[src/rtl/xor_key_bundle_unmask_unit_macros.svh]
// Assertion macros used by the top level of the XOR key bundle unmasking RTL.
`ifndef XOR_KEY_BUNDLE_UNMASK_UNIT_MACROS_SVH
`define XOR_KEY_BUNDLE_UNMASK_UNIT_MACROS_SVH
`ifndef SYNTH
// Same-cycle implication, disabled during reset.
`define XKBU_ASSERT_IMP(lbl, clk, rst_n, ante, cons) \
    lbl: assert property (@(posedge clk) disable iff (!rst_n) (ante) |-> (cons)) \
        else $error("assertion failed: lbl");
// Next-cycle implication, disabled during reset.
`define XKBU_ASSERT_NXT(lbl, clk, rst_n, ante, cons) \
    lbl: assert property (@(posedge clk) disable iff (!rst_n) (ante) |=> (cons)) \
        else $error("assertion failed: lbl");
`else
`define XKBU_ASSERT_IMP(lbl, clk, rst_n, ante, cons)
`define XKBU_ASSERT_NXT(lbl, clk, rst_n, ante, cons)
`endif
`endif

[src/rtl/xkbu_pkg.sv]
// Types and constants for the XOR key bundle unmasking unit.
package xkbu_pkg;

    localparam int HEAD_LEN    = 7;
    localparam int SHORT_LIMIT = 32'h20;
    localparam int TOTAL_START = 8 + 4;
    localparam int CNT_W       = $clog2(HEAD_LEN + 1);

    // Signature bytes, entry 0 first.
    localparam logic [HEAD_LEN-1:0][7:0] SIGNATURE =
        {8'h53, 8'h46, 8'h79, 8'h74, 8'h69, 8'h6E, 8'h55};

    typedef struct packed {
        logic [7:0]  data_byte;
        logic        first_byte;
        logic [31:0] payload_length;
    } t_in_item;

    typedef struct packed {
        logic [7:0] out_byte;
        logic       key_applied;
        logic       end_of_payload;
        logic       bundle_ok;
        logic       end_of_burst;
    } t_out_item;

    // Results produced by one step of the core.
    typedef struct packed {
        logic [CNT_W-1:0]          count;
        logic [HEAD_LEN-1:0][7:0] bytes;
        logic                      key;
        logic                      eop;
        logic                      ok;
    } t_burst;

endpackage

[src/rtl/xor_key_bundle_unmask_unit.sv]
// Top level of the XOR key bundle unmasking unit: input stage, core, result buffer.
//
//  channel | direction | handshake                 | payload
//  in      | input     | i_in_valid / o_in_ready   | i_in_data  (t_in_item)
//  out     | output    | o_out_valid / i_out_ready | o_out_data (t_out_item)
//
// One byte per cycle through input register, core logic and result register while
// the output is not stalled and no burst drains; bytes then stream back to back.
// The head release is a burst of 7 results from the result buffer; no byte is
// taken into the core while a burst still has more than one result to drain.
// Synchronous active-low reset clears the control state; no clearing pass.
// A stalled output holds the buffer and, once the input register is full, the input.
`include "xor_key_bundle_unmask_unit_macros.svh"

module xor_key_bundle_unmask_unit #(
    parameter int LENGTH_BITS = 32
) (
    input  logic                i_clk,
    input  logic                i_rst_n,
    input  logic                i_in_valid,
    output logic                o_in_ready,
    input  xkbu_pkg::t_in_item  i_in_data,
    output logic                o_out_valid,
    input  logic                i_out_ready,
    output xkbu_pkg::t_out_item o_out_data
);
    import xkbu_pkg::*;

    logic                     r_in_vld;
    t_in_item                 r_in;
    logic [CNT_W-1:0]         r_ob_cnt;
    logic [HEAD_LEN-1:0][7:0] r_ob_bytes;
    logic                     r_ob_key, r_ob_eop, r_ob_ok;

    t_burst burst;
    logic   ob_take, ob_free, go, load;

    assign ob_take    = o_out_valid && i_out_ready;
    assign ob_free    = (r_ob_cnt == '0) || ((r_ob_cnt == CNT_W'(1)) && i_out_ready);
    assign go         = r_in_vld && ob_free;
    assign load       = go && (burst.count != '0);
    assign o_in_ready = !r_in_vld || go;

    xkbu_core #(
        .LENGTH_BITS(LENGTH_BITS)
    ) u_core (
        .i_clk   (i_clk),
        .i_rst_n (i_rst_n),
        .i_step  (go),
        .i_item  (r_in),
        .o_burst (burst)
    );

    always_ff @(posedge i_clk) begin
        if (!i_rst_n) begin
            r_in_vld <= 1'b0;
        end else if (o_in_ready) begin
            r_in_vld <= i_in_valid;
        end
    end

    always_ff @(posedge i_clk) begin
        if (i_in_valid && o_in_ready) begin
            r_in <= i_in_data;
        end
    end

    always_ff @(posedge i_clk) begin
        if (!i_rst_n) begin
            r_ob_cnt <= '0;
        end else if (load) begin
            r_ob_cnt <= burst.count;
        end else if (ob_take) begin
            r_ob_cnt <= r_ob_cnt - CNT_W'(1);
        end
    end

    // Load a new burst, or advance the burst one byte per taken transaction.
    always_ff @(posedge i_clk) begin
        if (load) begin
            r_ob_bytes <= burst.bytes;
            r_ob_key   <= burst.key;
            r_ob_eop   <= burst.eop;
            r_ob_ok    <= burst.ok;
        end else if (ob_take) begin
            for (int i = 0; i < HEAD_LEN - 1; i++) begin
                r_ob_bytes[i] <= r_ob_bytes[i+1];
            end
        end
    end

    assign o_out_valid               = (r_ob_cnt != '0);
    assign o_out_data.out_byte       = r_ob_bytes[0];
    assign o_out_data.key_applied    = r_ob_key;
    assign o_out_data.end_of_payload = r_ob_eop;
    assign o_out_data.bundle_ok      = r_ob_ok;
    assign o_out_data.end_of_burst   = (r_ob_cnt == CNT_W'(1));

    `XKBU_ASSERT_NXT(a_load_shows, i_clk, i_rst_n, load, o_out_valid)
    `XKBU_ASSERT_NXT(a_burst_no_gap, i_clk, i_rst_n, ob_take && !o_out_data.end_of_burst, o_out_valid)
    `XKBU_ASSERT_IMP(a_burst_mid_no_eop, i_clk, i_rst_n, o_out_valid && !o_out_data.end_of_burst, !o_out_data.end_of_payload)
    `XKBU_ASSERT_IMP(a_ok_on_decoded_end, i_clk, i_rst_n, o_out_valid && o_out_data.bundle_ok, o_out_data.end_of_payload && o_out_data.key_applied)

endmodule

[src/rtl/xkbu_core.sv]
// Per-byte state machine: head capture, signature check, XOR and header parse.
module xkbu_core #(
    parameter int LENGTH_BITS = 32
) (
    input  logic              i_clk,
    input  logic              i_rst_n,
    input  logic              i_step,
    input  xkbu_pkg::t_in_item i_item,
    output xkbu_pkg::t_burst   o_burst
);
    import xkbu_pkg::*;

    localparam int LB = LENGTH_BITS;
    localparam int HW = $clog2(HEAD_LEN - 1);

    localparam logic [2:0] PH_IDLE  = 3'd0;
    localparam logic [2:0] PH_PASS  = 3'd1;
    localparam logic [2:0] PH_HEAD  = 3'd2;
    localparam logic [2:0] PH_SKIP  = 3'd3;
    localparam logic [2:0] PH_STR1  = 3'd4;
    localparam logic [2:0] PH_STR2  = 3'd5;
    localparam logic [2:0] PH_TOTAL = 3'd6;
    localparam logic [2:0] PH_DONE  = 3'd7;

    logic [2:0]    r_phase, c_phase, n_phase;
    logic [LB-1:0] r_idx, c_idx, n_idx;
    logic [LB-1:0] r_len, c_len, n_len;
    logic [7:0]    r_key, c_key, n_key;
    logic          r_xor, c_xor, n_xor;
    logic [3:0]    r_seen, c_seen, n_seen;
    logic [63:0]   r_acc, c_acc, n_acc;
    logic [7:0]    r_head [HEAD_LEN-1];

    logic [LB-1:0] len_raw, len_eff;
    logic [7:0]    b, d, key_calc;
    logic          last, match, head_we;
    t_burst        burst;

    assign b = i_item.data_byte;

    // A first byte restarts the payload before the step is taken.
    always_comb begin
        len_raw = i_item.payload_length[LB-1:0];
        len_eff = (len_raw == '0) ? LB'(1) : len_raw;
        if (i_item.first_byte) begin
            c_phase = (len_eff < LB'(SHORT_LIMIT)) ? PH_PASS : PH_HEAD;
            c_idx   = '0;
            c_len   = len_eff;
            c_key   = '0;
            c_xor   = 1'b0;
            c_seen  = '0;
            c_acc   = '0;
        end else begin
            c_phase = r_phase;
            c_idx   = r_idx;
            c_len   = r_len;
            c_key   = r_key;
            c_xor   = r_xor;
            c_seen  = r_seen;
            c_acc   = r_acc;
        end
    end

    always_comb begin
        last     = (c_idx == c_len - LB'(1));
        key_calc = r_head[0] ^ SIGNATURE[0];
        match    = ((b ^ key_calc) == SIGNATURE[HEAD_LEN-1]);
        for (int i = 1; i < HEAD_LEN - 1; i++) begin
            if ((r_head[i] ^ key_calc) != SIGNATURE[i]) begin
                match = 1'b0;
            end
        end
        d       = c_xor ? (b ^ c_key) : b;
        n_phase = c_phase;
        n_idx   = c_idx;
        n_len   = c_len;
        n_key   = c_key;
        n_xor   = c_xor;
        n_seen  = c_seen;
        n_acc   = c_acc;
        head_we = 1'b0;
        burst   = '0;

        unique case (c_phase)
            PH_IDLE: begin
            end
            PH_PASS: begin
                burst.count    = CNT_W'(1);
                burst.bytes[0] = b;
                burst.eop      = last;
                n_idx          = c_idx + LB'(1);
                if (last) begin
                    n_phase = PH_IDLE;
                end
            end
            PH_HEAD: begin
                n_idx = c_idx + LB'(1);
                if (c_idx < LB'(HEAD_LEN - 1)) begin
                    head_we = 1'b1;
                end else begin
                    // Release the whole head, decoded if the signature holds.
                    for (int i = 0; i < HEAD_LEN - 1; i++) begin
                        burst.bytes[i] = match ? (r_head[i] ^ key_calc) : r_head[i];
                    end
                    burst.bytes[HEAD_LEN-1] = match ? (b ^ key_calc) : b;
                    burst.count = CNT_W'(HEAD_LEN);
                    burst.key   = match;
                    n_key       = key_calc;
                    n_xor       = match;
                    n_phase     = match ? PH_SKIP : PH_DONE;
                end
            end
            default: begin
                if (c_xor) begin
                    case (c_phase)
                        PH_SKIP: begin
                            if (c_idx >= LB'(TOTAL_START - 1)) begin
                                n_phase = PH_STR1;
                            end
                        end
                        PH_STR1: begin
                            if (d == 8'h00) begin
                                n_phase = PH_STR2;
                            end
                        end
                        PH_STR2: begin
                            if (d == 8'h00) begin
                                n_phase = PH_TOTAL;
                                n_seen  = '0;
                                n_acc   = '0;
                            end
                        end
                        PH_TOTAL: begin
                            n_acc  = {c_acc[55:0], d};
                            n_seen = c_seen + 4'd1;
                            if (n_seen >= 4'd8) begin
                                n_phase = PH_DONE;
                            end
                        end
                        default: begin
                        end
                    endcase
                end
                burst.count    = CNT_W'(1);
                burst.bytes[0] = d;
                burst.key      = c_xor;
                burst.eop      = last;
                burst.ok       = last && c_xor && (n_phase == PH_DONE) &&
                                 (n_acc == {{(64 - LB){1'b0}}, c_len});
                n_idx          = c_idx + LB'(1);
                if (last) begin
                    n_phase = PH_IDLE;
                end
            end
        endcase
    end

    assign o_burst = burst;

    always_ff @(posedge i_clk) begin
        if (!i_rst_n) begin
            r_phase <= PH_IDLE;
            r_idx   <= '0;
            r_len   <= '0;
            r_key   <= '0;
            r_xor   <= 1'b0;
            r_seen  <= '0;
            r_acc   <= '0;
        end else if (i_step) begin
            r_phase <= n_phase;
            r_idx   <= n_idx;
            r_len   <= n_len;
            r_key   <= n_key;
            r_xor   <= n_xor;
            r_seen  <= n_seen;
            r_acc   <= n_acc;
        end
    end

    // Head bytes are payload: overwritten before every signature check.
    always_ff @(posedge i_clk) begin
        if (i_step && head_we) begin
            r_head[c_idx[HW-1:0]] <= b;
        end
    end

endmodule

[config.mk]
export PLATFORM = sky130hd
export DESIGN_NAME = xor_key_bundle_unmask_unit
export DESIGN_NICKNAME = d
export VERILOG_FILES = /design/src/rtl/xkbu_pkg.sv /design/src/rtl/xor_key_bundle_unmask_unit.sv /design/src/rtl/xkbu_core.sv
export VERILOG_INCLUDE_DIRS = /design/src /design/src/rtl
export SDC_FILE = /design/constraint.sdc
export NUM_CORES = 1
export LEC_CHECK = 0
export ABC_AREA = 1
export BUFFER_PORTS_ARGS = -buffer_cell sky130_fd_sc_hd__buf_2
export CAP_MARGIN = 10
export CELL_PAD_IN_SITES_DETAIL_PLACEMENT = 0
export CELL_PAD_IN_SITES_GLOBAL_PLACEMENT = 1
export CORE_AREA = 2 2 137 273
export DETAILED_ROUTE_END_ITERATION = 12
export DIE_AREA = 0 0 139 275
export PLACE_DENSITY_LB_ADDON = 0.1
export SLEW_MARGIN = 30
export SYNTH_ARGS = -nofsm -noshare
export SYNTH_HDL_FRONTEND = slang
export SYNTH_SLANG_ARGS = --single-unit
[constraint.sdc]
create_clock -name i_clk -period 3.9 [get_ports i_clk]
set_clock_uncertainty 0.1 [all_clocks]
set_input_delay 0.195 -clock i_clk [delete_from_list [all_inputs] [get_ports i_clk]]
set_output_delay 0.195 -clock i_clk [all_outputs]
set_load 0.01 [all_outputs]
==> metrics <==
Synth Area per Inst roughly 7.6 µm²; num rows 99; # port buffers between 50 and 60; initial antenna violation count 0; LEAKAGE 7.29 nW; Cell Area, Synth approximately 17000 µm²; Setup violations, final 0; Most common cell on crit path nand2_1; most frequent cells after synthesis nand2_1, inv_1, nor2_1; FILL cells 3550; post-DP HPWL 36.9 mm; DRT iter0 DRCs 1066; fin crit share 92.7%; max cap viols 0; outcome finished clean; IO Count 59; vias in the first global route between 10000 and 15000; CTS Buffer Depth 3; Worst setup EP type register; Switching Fraction 34.7%; Die W 139 µm; P_int 6.35 mW; Clk pwr share around 31%; fin nets 2326; Pwr per Cell Area 513 nW/µm²; die area around 38000 µm²; total track usage 26.5%; achievable frequency around 280 MHz; final WL between 50 and 60 mm; DRC 0; setup TNS 0 ns; dominant cell type by area after synthesis edfxtp_1; FF+latch count, synth ~300; Final GP Congestion 0.945; cts bufs inserted 28; WL/cell between 15 and 20 µm; Final Hold Fails 0; largest net degree at the start of global routing between 70 and 80; first-pass GRT wire length 80.1 mm; Sw Pwr 3.37 mW; cell area after layout 18900 µm²; Flop pwr share 41.9%; maximum VDD drop 777 µV; synthesis-to-layout area growth 13.0%; Antenna Nets Post-Route 0; vias 14800; fin. max-slew vios 0; CP max stage cell edfxtp_1; Core Area 36200 µm²; most numerous cell in the Yosys netlist nand2_1; post-synth top area share between 20% and 30%; total setup buffers inserted after CTS 0; clock period minus worst slack 3.61 ns; DIE HEIGHT roughly 280 µm; longest individual stage delay on the worst path 0.42 ns; grt total ovfl 0; Clock transition at path regs about 0.07 ns; DRT Pass-1 Iters 5; Crit Path Category reg2reg; Synth cell types 53; total chip power 9.72 mW; Syn Nets 2250; clock sinks 296; Root Buffer clkbuf_16; FFs w/ async S/R, synth 0%; CTS tree done; RSZ-0062 raised after global routing no; prevailing post-synth register cell edfxtp_1; Mapped Cells 2199; Ys Warns 0; dpl cell area 17500 µm²; vias per cell 5.38; CP Launch Type register; Least-Margin Pin Slew ~0.97 ns; worst-path cell chain nor2_1 -> nand2_1 -> nor2_1 -> nand2_1 -> o21ai_0 -> nand2_1 -> ha_1 -> nand3_1 -> nor2_2 -> nand2_1 -> nor2_4 -> nand2_1 -> nor2_2 -> nand2_1 -> xor2_1 -> nand4_1 -> a21oi_1 -> nand4_1 -> nand2_1 -> nand2_1 -> nand2_1 -> a21oi_1; post-synthesis sequential area ratio 44.2%; Starting Density a little under half; ANT cells 0; Hold Path Class in2reg; Gate power share 27.2%; Fin Hold WS about 0.10 ns; DP Cell Count 2655; non-filler instance count after layout 2751; share of layout cells above drive strength 1 10.4%; crit-path max FO 7; EDFF count, synth 148; Critical Path RT between 4 and 5 ns; H-Tree Depth 1; Synth area leaders edfxtp_1, dfxtp_1, nand2_1; Skew-Pair Late Insertion Delay 0.59 ns; Rel. slew slack 35.1%; CP arrival 3.95 ns
[power by group through the flow]
stage                     Clock [mW]  Combinational (mW)  Sequential, mW
after floorplan                    0                1.83            4.07
after global routing            3.14                2.93            4.12
final                           3.00                2.65            4.08
after CTS                       3.05                2.66            4.08
after detailed placement           0                2.61            4.14
after global placement             0                2.61            4.13
[worst paths after layout]
kind                         start           endpoint  slack, ns  cells past startpoint
setup / recovery          r_in[22]  u_core.r_phase[0]       0.29                     22
hold / removal         i_out_ready        r_ob_cnt[2]       0.10                      5
setup reg to reg          r_in[22]  u_core.r_phase[0]       0.29                     22
hold reg to reg   u_core.r_acc[62]   u_core.r_acc[62]       0.37                      2
[cell usage in the layout (no fill, tap or decap), types with 21 or more instances in the layout]
cell type,instances
a21o_1,21
a21oi_1,154
buf_2,58
buf_4,55
clkbuf_16,28
dfxtp_1,148
dlygate4sd3_1,44
edfxtp_1,148
inv_1,215
nand2_1,570
nand3_1,98
nand4_1,35
nor2_1,206
nor3_1,34
o21a_1,37
o21ai_0,120
xnor2_1,30
xor2_1,69
[metrics by stage]
stage / setup WS [ns] / util (%)
after CTS: 0.162 / 52.3
after global placement: 0.219 / 48.4
after global routing: 0.00660 / 52.4
after detailed placement: 0.190 / 48.4
after floorplan: 0.468 / -
final: 0.287 / 52.4
[worst max-delay path: cells and delay by family (launching register included)]
| family | cells | cell delay, ns |
|---|---|---|
| xor gates and xnor gates | 1 | 0.19 |
| DFF | 1 | 0.42 |
| and+or+nand+nor | 17 | 1.95 |
| adders and majority gates | 1 | 0.25 |
| AOI/OAI and AO/OA | 3 | 0.55 |
[flip-flops by register name, indices dropped and copies added, names as in the netlist]
signal,flops
u_core.r_acc,64
r_ob_bytes,48
u_core.r_head,48
r_in,41
u_core.r_idx,32
u_core.r_len,32
o_out_data,8
u_core.r_key,8
u_core.r_seen,4
r_ob_cnt,3
u_core.r_phase,3
r_in_vld,1
r_ob_eop,1
r_ob_key,1
r_ob_ok,1
u_core.r_xor,1
[repair_timing]
action                                  in CTS  in global routing
hold buffers                                44                  0
endpoints found under the setup margin       0                  4
endpoints found under the hold margin       42                  0
gates resized for setup                      0                  3
[layer usage]
metal / up-vias / global-route usage [%] / routed length, µm
li1: 7430 / - / -
met1: 6896 / 34.6 / 22600
met2: 394 / 46.0 / 24900
met3: 82 / 3.31 / 2550
met4: 0 / 8.35 / 1600
met5: - / 0 / 0
[final cells by class]
class	count	area [µm²]	share of cell area [%]
timing repair buffer	160	1200	6.36
multi-input combinational	1557	7910	41.7
sequential	296	7410	39.1
inverter	232	876	4.62
clock inverter	21	268	1.41
tap	454	568	3.00
clock buffer	31	712	3.76
[cell families after synthesis]
logic type	after synthesis	synth area share (%)
fa+ha+maj	6	0.448
flops	296	44.2
xor+xnor	99	5.17
compound gates	439	15.6
buf+inv	346	8.83
simple gates	1013	25.7
Note: power is estimated with default switching activity, not from simulation.
